$ cat config.mk
export PLATFORM = sky130hd
export DESIGN_NAME = transform_mechanism_mode_sequencer_unit
export DESIGN_NICKNAME = d
export VERILOG_FILES = /design/src/rtl/tmms_pkg.sv /design/src/rtl/tmms_csr.sv /design/src/rtl/tmms_step.sv /design/src/rtl/transform_mechanism_mode_sequencer_unit.sv
export SDC_FILE = /design/constraint.sdc
export NUM_CORES = 1
export LEC_CHECK = 0
export BUFFER_PORTS_ARGS = -buffer_cell sky130_fd_sc_hd__buf_2
export CAP_MARGIN = 20
export CORE_MARGIN = 4
export CORE_UTILIZATION = 37
export DETAILED_ROUTE_END_ITERATION = 10
export GPL_ROUTABILITY_DRIVEN = 1
export GPL_TIMING_DRIVEN = 0
export MAX_ROUTING_LAYER = met4
export REMOVE_ABC_BUFFERS = 1
export SYNTH_ARGS = -nofsm -noshare
export SYNTH_HDL_FRONTEND = slang
export SYNTH_HIERARCHICAL = 1
export SYNTH_SLANG_ARGS = --single-unit
$ cat constraint.sdc
create_clock -name clock -period 8.67 [get_ports clock]
set_input_delay 0.867 -clock clock [delete_from_list [all_inputs] [get_ports clock]]
set_output_delay 0.867 -clock clock [all_outputs]
set_load 0.1 [all_outputs]
$ cat src/rtl/tmms_pkg.sv
// Shared types, codes and reset constants of the mode sequencer.
package tmms_pkg;

   // Vehicle mode codes
   localparam logic [1:0] MODE_ROTOR     = 2'd0;
   localparam logic [1:0] MODE_TO_GROUND = 2'd1;
   localparam logic [1:0] MODE_GROUND    = 2'd2;
   localparam logic [1:0] MODE_TO_ROTOR  = 2'd3;

   // Configuration register indexes
   localparam logic [2:0] CSR_GROUND_TARGET = 3'd0;
   localparam logic [2:0] CSR_ROTOR_TARGET  = 3'd1;
   localparam logic [2:0] CSR_GROUND_DRIVE  = 3'd2;
   localparam logic [2:0] CSR_ROTOR_DRIVE   = 3'd3;
   localparam logic [2:0] CSR_TIMEOUT       = 3'd4;
   localparam logic [2:0] CSR_DEADBAND      = 3'd5;
   localparam logic [2:0] CSR_PUBLISH_THR   = 3'd6;

   // Configuration reset values
   localparam logic signed [15:0] GROUND_TARGET_RST = 16'sd6434;
   localparam logic signed [15:0] ROTOR_TARGET_RST  = 16'sd0;
   localparam logic signed [15:0] GROUND_DRIVE_RST  = 16'sd8192;
   localparam logic signed [15:0] ROTOR_DRIVE_RST   = 16'sd8192;
   localparam logic [31:0]        TIMEOUT_RST       = 32'd10000000;
   localparam logic [11:0]        DEADBAND_RST      = 12'd205;
   localparam logic [14:0]        PUBLISH_THR_RST   = 15'd164;

   // Full-scale drive in Q14
   localparam logic signed [15:0] DRIVE_FULL     = 16'sd16384;
   localparam logic signed [15:0] DRIVE_FULL_NEG = -16'sd16384;

   typedef struct packed {
      logic signed [15:0] ground_target_angle;
      logic signed [15:0] rotor_target_angle;
      logic signed [15:0] ground_drive_level;
      logic signed [15:0] rotor_drive_level;
      logic [31:0]        timeout_limit_us;
      logic [11:0]        angle_deadband;
      logic [14:0]        publish_threshold;
   } cfg_type;

   typedef struct packed {
      logic               ground_requested;
      logic               encoder_valid;
      logic signed [15:0] encoder_angle;
      logic [15:0]        elapsed_us;
   } item_type;

   typedef struct packed {
      logic [1:0]         mode;
      logic signed [15:0] held_angle;
      logic               timer_running;
      logic [31:0]        timer_count;
      logic signed [15:0] drive;
      logic signed [15:0] last_published;
      logic               rotor_weight;
   } state_type;

   typedef struct packed {
      logic [1:0]         vehicle_mode;
      logic               rotor_control_on;
      logic signed [15:0] drive_command;
      logic               publish_now;
      logic               timed_out;
   } result_type;

   // Clamp a drive level to full scale
   function automatic logic signed [15:0] sat_drive(input logic signed [15:0] v);
      logic signed [15:0] r;
      r = v;
      if (v > DRIVE_FULL) begin
         r = DRIVE_FULL;
      end else if (v < DRIVE_FULL_NEG) begin
         r = DRIVE_FULL_NEG;
      end
      return r;
   endfunction

endpackage

$ cat src/rtl/tmms_csr.sv
// Configuration register file of the mode sequencer.
module tmms_csr
   import tmms_pkg::*;
(
   input  logic        clock,
   input  logic        reset,
   input  logic        csr_valid,
   input  logic [2:0]  csr_index,
   input  logic [31:0] csr_wdata,
   output cfg_type     cfg
);

   cfg_type cfg_ff;
   cfg_type cfg_in;

   // Decode one write beat; unknown indexes are dropped
   always_comb begin
      cfg_in = cfg_ff;
      if (csr_valid) begin
         case (csr_index)
            CSR_GROUND_TARGET: cfg_in.ground_target_angle = csr_wdata[15:0];
            CSR_ROTOR_TARGET:  cfg_in.rotor_target_angle  = csr_wdata[15:0];
            CSR_GROUND_DRIVE:  cfg_in.ground_drive_level  = csr_wdata[15:0];
            CSR_ROTOR_DRIVE:   cfg_in.rotor_drive_level   = csr_wdata[15:0];
            CSR_TIMEOUT:       cfg_in.timeout_limit_us    = csr_wdata;
            CSR_DEADBAND:      cfg_in.angle_deadband      = csr_wdata[11:0];
            CSR_PUBLISH_THR:   cfg_in.publish_threshold   = csr_wdata[14:0];
            default:           cfg_in = cfg_ff;
         endcase
      end
   end

   always_ff @(posedge clock) begin
      if (reset) begin
         cfg_ff.ground_target_angle <= GROUND_TARGET_RST;
         cfg_ff.rotor_target_angle  <= ROTOR_TARGET_RST;
         cfg_ff.ground_drive_level  <= GROUND_DRIVE_RST;
         cfg_ff.rotor_drive_level   <= ROTOR_DRIVE_RST;
         cfg_ff.timeout_limit_us    <= TIMEOUT_RST;
         cfg_ff.angle_deadband      <= DEADBAND_RST;
         cfg_ff.publish_threshold   <= PUBLISH_THR_RST;
      end else begin
         cfg_ff <= cfg_in;
      end
   end

   assign cfg = cfg_ff;

endmodule

$ cat src/rtl/tmms_step.sv
// One control tick: mode request, transition timer, angle checks and publish test.
module tmms_step
   import tmms_pkg::*;
(
   input  cfg_type    cfg,
   input  state_type  state_cur,
   input  item_type   item,
   output state_type  state_nxt,
   output result_type result
);

   state_type          st;
   logic               timeout_hit;
   logic               publish;
   logic [32:0]        timer_sum;
   logic signed [17:0] held_ext;
   logic signed [17:0] ground_bound;
   logic signed [17:0] rotor_bound;
   logic signed [16:0] pub_diff;
   logic [16:0]        pub_mag;

   // Angle limits with the deadband applied
   assign ground_bound = 18'(cfg.ground_target_angle) - $signed({6'd0, cfg.angle_deadband});
   assign rotor_bound  = 18'(cfg.rotor_target_angle) + $signed({6'd0, cfg.angle_deadband});
   assign timer_sum    = {1'b0, state_cur.timer_count} + {17'd0, item.elapsed_us};

   always_comb begin
      st          = state_cur;
      timeout_hit = 1'b0;
      held_ext    = 18'(state_cur.held_angle);

      // Apply the mode request
      if (!item.ground_requested) begin
         if (st.mode == MODE_ROTOR) begin
            st.rotor_weight = 1'b1;
         end else begin
            st.mode = MODE_TO_ROTOR;
         end
      end else begin
         if (st.mode == MODE_GROUND) begin
            st.rotor_weight = 1'b0;
         end else begin
            st.mode = MODE_TO_GROUND;
         end
      end

      // Run the transition: timer, encoder capture, timeout and angle checks
      if (st.mode == MODE_TO_GROUND || st.mode == MODE_TO_ROTOR) begin
         if (!st.timer_running) begin
            st.timer_running = 1'b1;
            st.timer_count   = '0;
         end else begin
            st.timer_count = timer_sum[32] ? '1 : timer_sum[31:0];
         end
         if (item.encoder_valid) begin
            st.held_angle = item.encoder_angle;
         end
         held_ext = 18'(st.held_angle);

         if (st.timer_count > cfg.timeout_limit_us) begin
            st.mode          = MODE_ROTOR;
            st.rotor_weight  = 1'b1;
            st.timer_running = 1'b0;
            st.timer_count   = '0;
            st.drive         = '0;
            timeout_hit      = 1'b1;
         end else if (st.mode == MODE_TO_GROUND) begin
            st.rotor_weight = 1'b1;
            if (held_ext > ground_bound) begin
               st.drive = sat_drive(cfg.ground_drive_level);
            end else begin
               st.mode          = MODE_GROUND;
               st.rotor_weight  = 1'b0;
               st.drive         = '0;
               st.timer_running = 1'b0;
               st.timer_count   = '0;
            end
         end else begin
            st.rotor_weight = 1'b1;
            if (held_ext < rotor_bound) begin
               st.drive = 16'(-sat_drive(cfg.rotor_drive_level));
            end else begin
               st.mode          = MODE_ROTOR;
               st.drive         = '0;
               st.timer_running = 1'b0;
               st.timer_count   = '0;
            end
         end
      end
   end

   // Publish when the command moved past the threshold
   always_comb begin
      pub_diff = 17'(st.drive) - 17'(state_cur.last_published);
      pub_mag  = pub_diff[16] ? 17'(-pub_diff) : 17'(pub_diff);
      publish  = pub_mag > {2'd0, cfg.publish_threshold};

      state_nxt = st;
      if (publish) begin
         state_nxt.last_published = st.drive;
      end

      result.vehicle_mode     = st.mode;
      result.rotor_control_on = st.rotor_weight;
      result.drive_command    = st.drive;
      result.publish_now      = publish;
      result.timed_out        = timeout_hit;
   end

endmodule

$ cat src/rtl/transform_mechanism_mode_sequencer_unit.sv
// Top level of the transforming mechanism mode sequencer.
// Each request beat is one control tick; each tick gives exactly one response beat
// with the mode, rotor control weight, drive command and publish/timeout flags.
// The block takes one tick per clock cycle while the response is not stalled: a tick
// is registered on accept, passes once through the mode/timer/angle compare logic and
// lands in the response register, which drives the response channel. The
// sequencer state advances only when a tick moves into the response register, so a
// stalled response holds the input stage and back-pressures the request side.
// Configuration writes are taken in any cycle (csr_ready is always high) and must
// only be issued while no tick is in flight.
module transform_mechanism_mode_sequencer_unit
   import tmms_pkg::*;
(
   input  logic               clock,
   input  logic               reset,
   // Request channel
   input  logic               req_valid,
   output logic               req_ready,
   input  logic               req_ground_requested,
   input  logic               req_encoder_valid,
   input  logic signed [15:0] req_encoder_angle,
   input  logic [15:0]        req_elapsed_us,
   // Response channel
   output logic               rsp_valid,
   input  logic               rsp_ready,
   output logic [1:0]         rsp_vehicle_mode,
   output logic               rsp_rotor_control_on,
   output logic signed [15:0] rsp_drive_command,
   output logic               rsp_publish_now,
   output logic               rsp_timed_out,
   // Configuration write channel
   input  logic               csr_valid,
   output logic               csr_ready,
   input  logic [2:0]         csr_index,
   input  logic [31:0]        csr_wdata
);

   cfg_type    cfg;
   item_type   item_ff;
   item_type   item_in;
   logic       s1_valid_ff;
   logic       rsp_valid_ff;
   state_type  state_ff;
   state_type  state_in;
   result_type result_ff;
   result_type result_in;
   logic       advance;
   logic       req_take;

   assign csr_ready = 1'b1;

   tmms_csr u_csr (
      .clock     (clock),
      .reset     (reset),
      .csr_valid (csr_valid),
      .csr_index (csr_index),
      .csr_wdata (csr_wdata),
      .cfg       (cfg)
   );

   tmms_step u_step (
      .cfg       (cfg),
      .state_cur (state_ff),
      .item      (item_ff),
      .state_nxt (state_in),
      .result    (result_in)
   );

   // Move a tick to the response register when that register is free or draining
   assign advance   = s1_valid_ff && (!rsp_valid_ff || rsp_ready);
   assign req_ready = !s1_valid_ff || advance;
   assign req_take  = req_valid && req_ready;

   assign item_in.ground_requested = req_ground_requested;
   assign item_in.encoder_valid    = req_encoder_valid;
   assign item_in.encoder_angle    = req_encoder_angle;
   assign item_in.elapsed_us       = req_elapsed_us;

   // Stage occupancy and sequencer state
   always_ff @(posedge clock) begin
      if (reset) begin
         s1_valid_ff  <= 1'b0;
         rsp_valid_ff <= 1'b0;
         state_ff     <= '{mode: MODE_ROTOR, held_angle: '0, timer_running: 1'b0,
                           timer_count: '0, drive: '0, last_published: '0,
                           rotor_weight: 1'b0};
      end else begin
         if (req_take) begin
            s1_valid_ff <= 1'b1;
         end else if (advance) begin
            s1_valid_ff <= 1'b0;
         end
         if (advance) begin
            rsp_valid_ff <= 1'b1;
            state_ff     <= state_in;
         end else if (rsp_ready) begin
            rsp_valid_ff <= 1'b0;
         end
      end
   end

   // Payload registers
   always_ff @(posedge clock) begin
      if (req_take) begin
         item_ff <= item_in;
      end
      if (advance) begin
         result_ff <= result_in;
      end
   end

   assign rsp_valid            = rsp_valid_ff;
   assign rsp_vehicle_mode     = result_ff.vehicle_mode;
   assign rsp_rotor_control_on = result_ff.rotor_control_on;
   assign rsp_drive_command    = result_ff.drive_command;
   assign rsp_publish_now      = result_ff.publish_now;
   assign rsp_timed_out        = result_ff.timed_out;

   // Timeout always lands in rotor mode with the drive zeroed
   a_timeout_rotor: assert property (@(posedge clock) disable iff (reset)
      rsp_valid_ff && result_ff.timed_out |->
         result_ff.vehicle_mode == MODE_ROTOR && result_ff.drive_command == 16'sd0)
      else $error("timeout beat not in rotor mode with zero drive");

   // Rotor control is off exactly in ground mode
   a_weight_mode: assert property (@(posedge clock) disable iff (reset)
      rsp_valid_ff |->
         result_ff.rotor_control_on == (result_ff.vehicle_mode != MODE_GROUND))
      else $error("rotor weight disagrees with mode");

   // Timer only runs during a transition
   a_timer_transition: assert property (@(posedge clock) disable iff (reset)
      state_ff.timer_running |->
         state_ff.mode == MODE_TO_GROUND || state_ff.mode == MODE_TO_ROTOR)
      else $error("transition timer running outside a transition");

   // Drive stays inside full scale
   a_drive_range: assert property (@(posedge clock) disable iff (reset)
      state_ff.drive <= DRIVE_FULL && state_ff.drive >= DRIVE_FULL_NEG)
      else $error("drive command out of range");

   // A held tick blocked by a stalled response keeps the state unchanged
   a_state_hold: assert property (@(posedge clock) disable iff (reset)
      !advance |=> $stable(state_ff))
      else $error("sequencer state moved without a tick");

endmodule
==> results of run 1 <==
==> what timing repair did <==
action                                  4_1_cts  5_1_grt
pin swaps                                    91       33
endpoints found under the setup margin       17       17
gates resized for setup                     186       43
setup buffers                                65       15
gates cloned                                  3        0
==> placed cells by master (no fill, tap or decap), types with 14 or more instances in the layout <==
master,count
a21oi_1,62
ha_1,127
nor2b_1,14
nand2_1,78
a21o_1,21
nor3_1,17
edfxtp_1,55
mux2i_1,207
clkbuf_16,40
mux2_4,16
dfxtp_1,206
nand4_1,15
buf_2,95
xor2_1,24
xnor2_1,38
mux2_2,30
o21a_1,18
nor2_1,129
nand2b_1,306
inv_1,117
buf_4,68
nand3_1,26
buf_6,15
o21ai_0,53
==> flip-flops by register name, summed over array words and instances (netlist names) <==
signal and count:
u_csr/cfg 123, state_ff 83, item_ff 34, rsp_drive_command 16
rsp_vehicle_mode 2, rsp_publish_now 1, rsp_rotor_control_on 1, rsp_timed_out 1
rsp_valid 1, s1_valid_ff 1
==> layer usage <==
metal / GRT usage [%] / routed length (µm) / up-vias
met5: - / 0 / -
met4: 6.523 / 1546 / 0
met3: 2.473 / 1941 / 89
met2: 28.86 / 22370 / 268
met1: 23.82 / 22210 / 7075
li1: - / - / 7232
==> report_power, final <==
part / switching [mW] / internal, mW
Combinational: 0.723 / 0.600
Sequential: 0.0245 / 1.29
Clock: 0.592 / 0.953
Total: 1.34 / 2.85
==> area by class of cell <==
type                       count  share of cell area, %
antenna                        5                0.05720
clock buffer                  51                  5.039
clock inverter                15                 0.7035
inverter                     118                  2.025
multi-input combinational   1505                  55.61
sequential                   263                  26.60
tap                          615                  3.518
timing repair buffer         190                  6.446
==> worst min-delay path by stage <==
stage,startpoint,endpoint,slack (ns),cells after the start
final,u_csr/cfg[43],u_csr/cfg[43],0.47,2
after global routing,req_encoder_angle[13],item_ff[29],0.47,1
after CTS,req_elapsed_us[1],item_ff[1],0.46,1
after detailed placement,u_csr/cfg[56],u_csr/cfg[56],0.46,2
after global placement,state_ff[24],state_ff[24],0.46,2
after floorplan,u_csr/cfg[107],u_csr/cfg[107],0.45,2
==> worst min-delay path, stage by stage, from the launching register on <==
cell      delay (ns)
dfxtp_1         0.30
nand2b_1        0.06
mux2i_1         0.06
==> metrics, run 1 <==
outcome=finished with violations; failing checks=negative setup slack; root buf cell=clkbuf_16; Reg area=0.005818 mm²; most numerous cell on the critical path=ha_1; grt total ovfl=0; Crit. End Element=register; Crit path arrival time=9.18 ns; crit path kind=reg -> reg; Final Cell Area=0.02187 mm²; fraction of layout cells with a size suffix above 1=21.71%; CORE AREA=0.04805 mm²; total power=4.187 mW; Place WS=-4.144 ns; Worst Max-Slew Pin Slew=1.017 ns; CP peak stage delay=0.49 ns; Slew Viols, Final=0; placed cells=2609; worst setup path endpoint=state_ff[1]; Die ar.=0.05247 mm²; overall global routing resource usage=18.18%; CTS tree=done; area taken by multi-input logic gates=0.01217 mm²; Skew-Pair Late Insertion Delay=0.56 ns; Nets=2330; Layout fillers=4536; Max Clock Freq=113.9 MHz; placer congestion estimate=0.8715; ratio of final minimum period to clock period=101.3%; CP max-delay cell=or4_1; CTS Buffer Depth=3; worst hold path type=reg -> reg; worst hold margin=0.4716 ns; WP buf/inv=5; Reg2Reg Setup Slack=-0.11 ns; maxcap violations=0; Yosys Warn Count=6; largest net degree at the start of global routing=207; cts hold-fix bufs=0; post-synthesis cell count=2005; CTS buffer count=36; syn avg cell area=9.017 µm²; Critical Path Fanout Max=7; die height=229.1 µm; power density cells=191.4 mW/mm²; mapped cell area=0.01808 mm²; Required @ worst endpoint=9.07 ns; Worst Clk Skew=0.03820 ns; Via density=5.309; Top Ports=98; via count of the first global-routing pass=14300; first-pass GRT wire length=76.24 mm; TritonRoute pass-1 iters=5; P&R area growth vs syn=20.99%; hpwl dp=32.81 mm; Pleak=9.054 nW; initial core utilization=37.63%; clock sinks=263; setup tns final=-1.520 ns; worst setup path startpoint=u_csr/cfg[15]; post-layout util=45.53%; Max H-tree Level=2; FF-to-FF path depth=44; setup ws final=-0.1102 ns; initial antenna violation count=5; critical path launch point type=register; final cell count without fillers=2762; DRT iter0 DRCs=864; Routed WL per cell=17.40 µm; Remaining DRCs=0; CP Depth=44; Vias=14660; critical path's top delay family=compound AO/OA/AOI/OAI gates; post-route ant nets=0; Routed WL=48.07 mm; standard-cell rows=80; final hold vios=0; port bufs=96; CTS clk-pin slew, worst paths=0.06 ns; max-slew headroom at the worst pin=32.04%; placed inst area=0.01896 mm²; reg2reg start=u_csr/cfg[15]; die span in x=229.1 µm; Worst VDD drop=137.5 µV; RSZ-0062 raised after global routing=yes; min Tclk post-route=8.780 ns; R2R Path End=state_ff[1]; Final setup violation count=16
No activity file was read; power rests on OpenSTA's default activity.
==> run 2: changes to the inputs <==
==> constraint.sdc (replaced) <==
create_clock -name clock -period 9.9 [get_ports clock]
set_input_delay 0.99 -clock clock [delete_from_list [all_inputs] [get_ports clock]]
set_output_delay 0.99 -clock clock [all_outputs]
set_load 0.1 [all_outputs]
==> metrics, run 2 (synthesized netlist as in run 1, its figures left out) <==
CTS buffer count=36 (unchanged); initial core utilization=37.63% (unchanged); Via density=5.276 (-0.62%); Worst Clk Skew=0.03631 ns (-0.001891 ns); Die ar.=0.05247 mm² (unchanged); Final setup violation count=0 (-16); sequential share of power=32.6% (+1.1 points); leading cell types in the layout, fill and taps excluded=309 x nand2b_1, 208 x dfxtp_1, 207 x mux2i_1; Nets=2277 (-2.3%); Remaining DRCs=0 (unchanged); hold path depth=2 (unchanged); fraction of layout cells with a size suffix above 1=15.51% (-6.2 points); total power=3.535 mW (-16%); root buf cell=clkbuf_16; Net Sw Frac=31.58% (-0.42 points); Final Cell Area=0.02083 mm² (-4.8%); via count of the first global-routing pass=13780 (-3.6%); FF-to-FF path depth=43 (-2.3%); first-pass GRT wire length=73.62 mm (-3.4%); Logic pwr share=29.0% (-2.6 points); initial antenna violation count=4 (-1); clock power share=38.4% (+1.5 points); Vias=14290 (-2.6%); power density cells=169.7 mW/mm² (-11%); crit path kind=reg -> reg; max-slew headroom at the worst pin=26.61% (-5.4 points); max FFs per register=123 (unchanged); Reg2Reg Setup Slack=0.41 ns (+0.52 ns); Hold EP=u_csr/cfg[43]; outcome=finished, final reports clean; Sw Pwr=1.117 mW (-17%); maxcap violations=0 (unchanged); Required @ worst endpoint=10.31 ns (+1.24 ns); standard-cell rows=80 (unchanged); ratio of final minimum period to clock period=95.86% (-5.4 points); worst hold margin=0.4718 ns (+0.0001740 ns); grt total ovfl=0 (unchanged); critical path launch point type=register; Skew-Pair Late Insertion Delay=0.56 ns (about the same); Crit path arrival time=9.90 ns (+0.72 ns); DRT iter0 DRCs=848 (-1.9%); Pleak=8.609 nW (-4.9%); Slew Viols, Final=0 (unchanged); die span in x=229.1 µm (unchanged); internal power=2.419 mW (-15%); Max Clock Freq=105.4 MHz (-7.5%); reg2reg start=u_csr/cfg[15]; placed inst area=0.01896 mm² (unchanged); post-route ant nets=0 (unchanged); TritonRoute pass-1 iters=5 (unchanged); Routed WL per cell=17.11 µm (-1.7%); largest net degree at the start of global routing=207 (unchanged); Layout fillers=4667 (+2.9%); CP peak stage delay=0.46 ns (-0.03 ns); hpwl dp=32.81 mm (unchanged); CTS tree=done; overall global routing resource usage=17.52% (-0.66 points); Worst VDD drop=140.8 µV (+2.4%); placed cells=2609 (unchanged); clock sinks=263 (unchanged); CORE AREA=0.04805 mm² (unchanged); Worst Max-Slew Pin Slew=1.089 ns (+0.07199 ns); CTS Buffer Depth=3 (unchanged); CP max-delay cell=or4_1; min Tclk post-route=9.490 ns (+0.7101 ns); most numerous cell on the critical path=ha_1; commonest non-fill, non-tap cell in the layout=nand2b_1; placer congestion estimate=0.8715 (unchanged); Max H-tree Level=2 (unchanged); R2R Path End=state_ff[6]; P&R area growth vs syn=15.20%; final hold vios=0 (unchanged); worst hold path type=reg -> reg; Routed WL=46.33 mm (-3.6%); final cell count without fillers=2708 (-2.0%); Critical Path Fanout Max=12 (+5); worst hold path startpoint=u_csr/cfg[43]; die height=229.1 µm (unchanged); Top Ports=98 (unchanged); CTS clk-pin slew, worst paths=0.06 ns (about the same); Crit. End Element=register; port bufs=96 (unchanged)
==> run 2: cell types whose count changed in the layout (fill, tap and decap cells not counted), moves of 9 or more <==
cell,change
o21ai_0,+12
buf_6,-12
a21oi_2,-9
a21oi_1,+9
buf_4,-42
==> run 2: timing repair <==
item,4_1_cts,5_1_grt
setup endpoints to repair,17,17
setup buffers,7,20
gates cloned,1,1
hold buffers,0,0
pin swaps,6,17
resized for setup,45,44
==> run 2: area by class of cell <==
type                            instances  area [µm²]  share of cell area, %
Antenna cell                            4       10.01                0.04806
Inverter                              118       442.9                  2.127
Tap cell                              615       769.5                  3.694
Timing Repair Buffer                  137       964.7                  4.631
Clock inverter                         15       153.9                 0.7389
Multi-Input combinational cell       1505       11570                  55.55
Clock buffer                           51        1102                  5.292
Sequential cell                       263        5816                  27.92
==> run 2: worst max-delay path by stage <==
stage | from | to | cells after the start
6_report | u_csr/cfg[15] | state_ff[6] | 43
5_1_grt | item_ff[0] | state_ff[1] | 43
4_1_cts | item_ff[0] | state_ff[1] | 41
3_5_place_dp | item_ff[0] | state_ff[16] | 40
3_3_place_gp | state_ff[52] | state_ff[6] | 36
2_1_floorplan | item_ff[0] | state_ff[16] | 38
==> run 2: power by group through the flow <==
stage	sequential (mW)	combinational (mW)	clock, mW
4_1_cts	1.15	0.989	1.40
3_3_place_gp	1.18	0.895	0
6_report	1.15	1.03	1.36
5_1_grt	1.16	1.12	1.44
2_1_floorplan	1.22	0.632	0
3_5_place_dp	1.18	0.950	0
==> run 2: metrics by stage <==
stage	util, %	setup slack [ns]	setup TNS, ns
floorplan	-	-0.2315	-3.166
global placement	38.81	-3.756	-144.46
detailed placement	39.47	-2.914	-47.84
CTS	42.55	0.004030	0
global route	43.35	-0.07094	-0.6018
finish	43.35	0.4097	0
==> run 2: worst max-delay path: cells and delay by family, from the launching register on <==
kind | cells | cell delay (ns)
mux | 3 | 0.86
compound gates | 16 | 3.06
flops | 1 | 0.38
simple gates | 11 | 2.23
xor+xnor | 3 | 0.44
buf+inv | 4 | 0.56
fa+ha+maj | 6 | 1.80
==> run 2: per-layer routing <==
| metal | GRT usage [%] | up-vias | routed length (µm) |
|---|---|---|---|
| met3 | 2.448 | 77 | 1824 |
| met5 | - | - | 0 |
| met2 | 27.94 | 240 | 21680 |
| met4 | 5.687 | 0 | 1234 |
| met1 | 23.04 | 6855 | 21590 |
| li1 | - | 7116 | - |
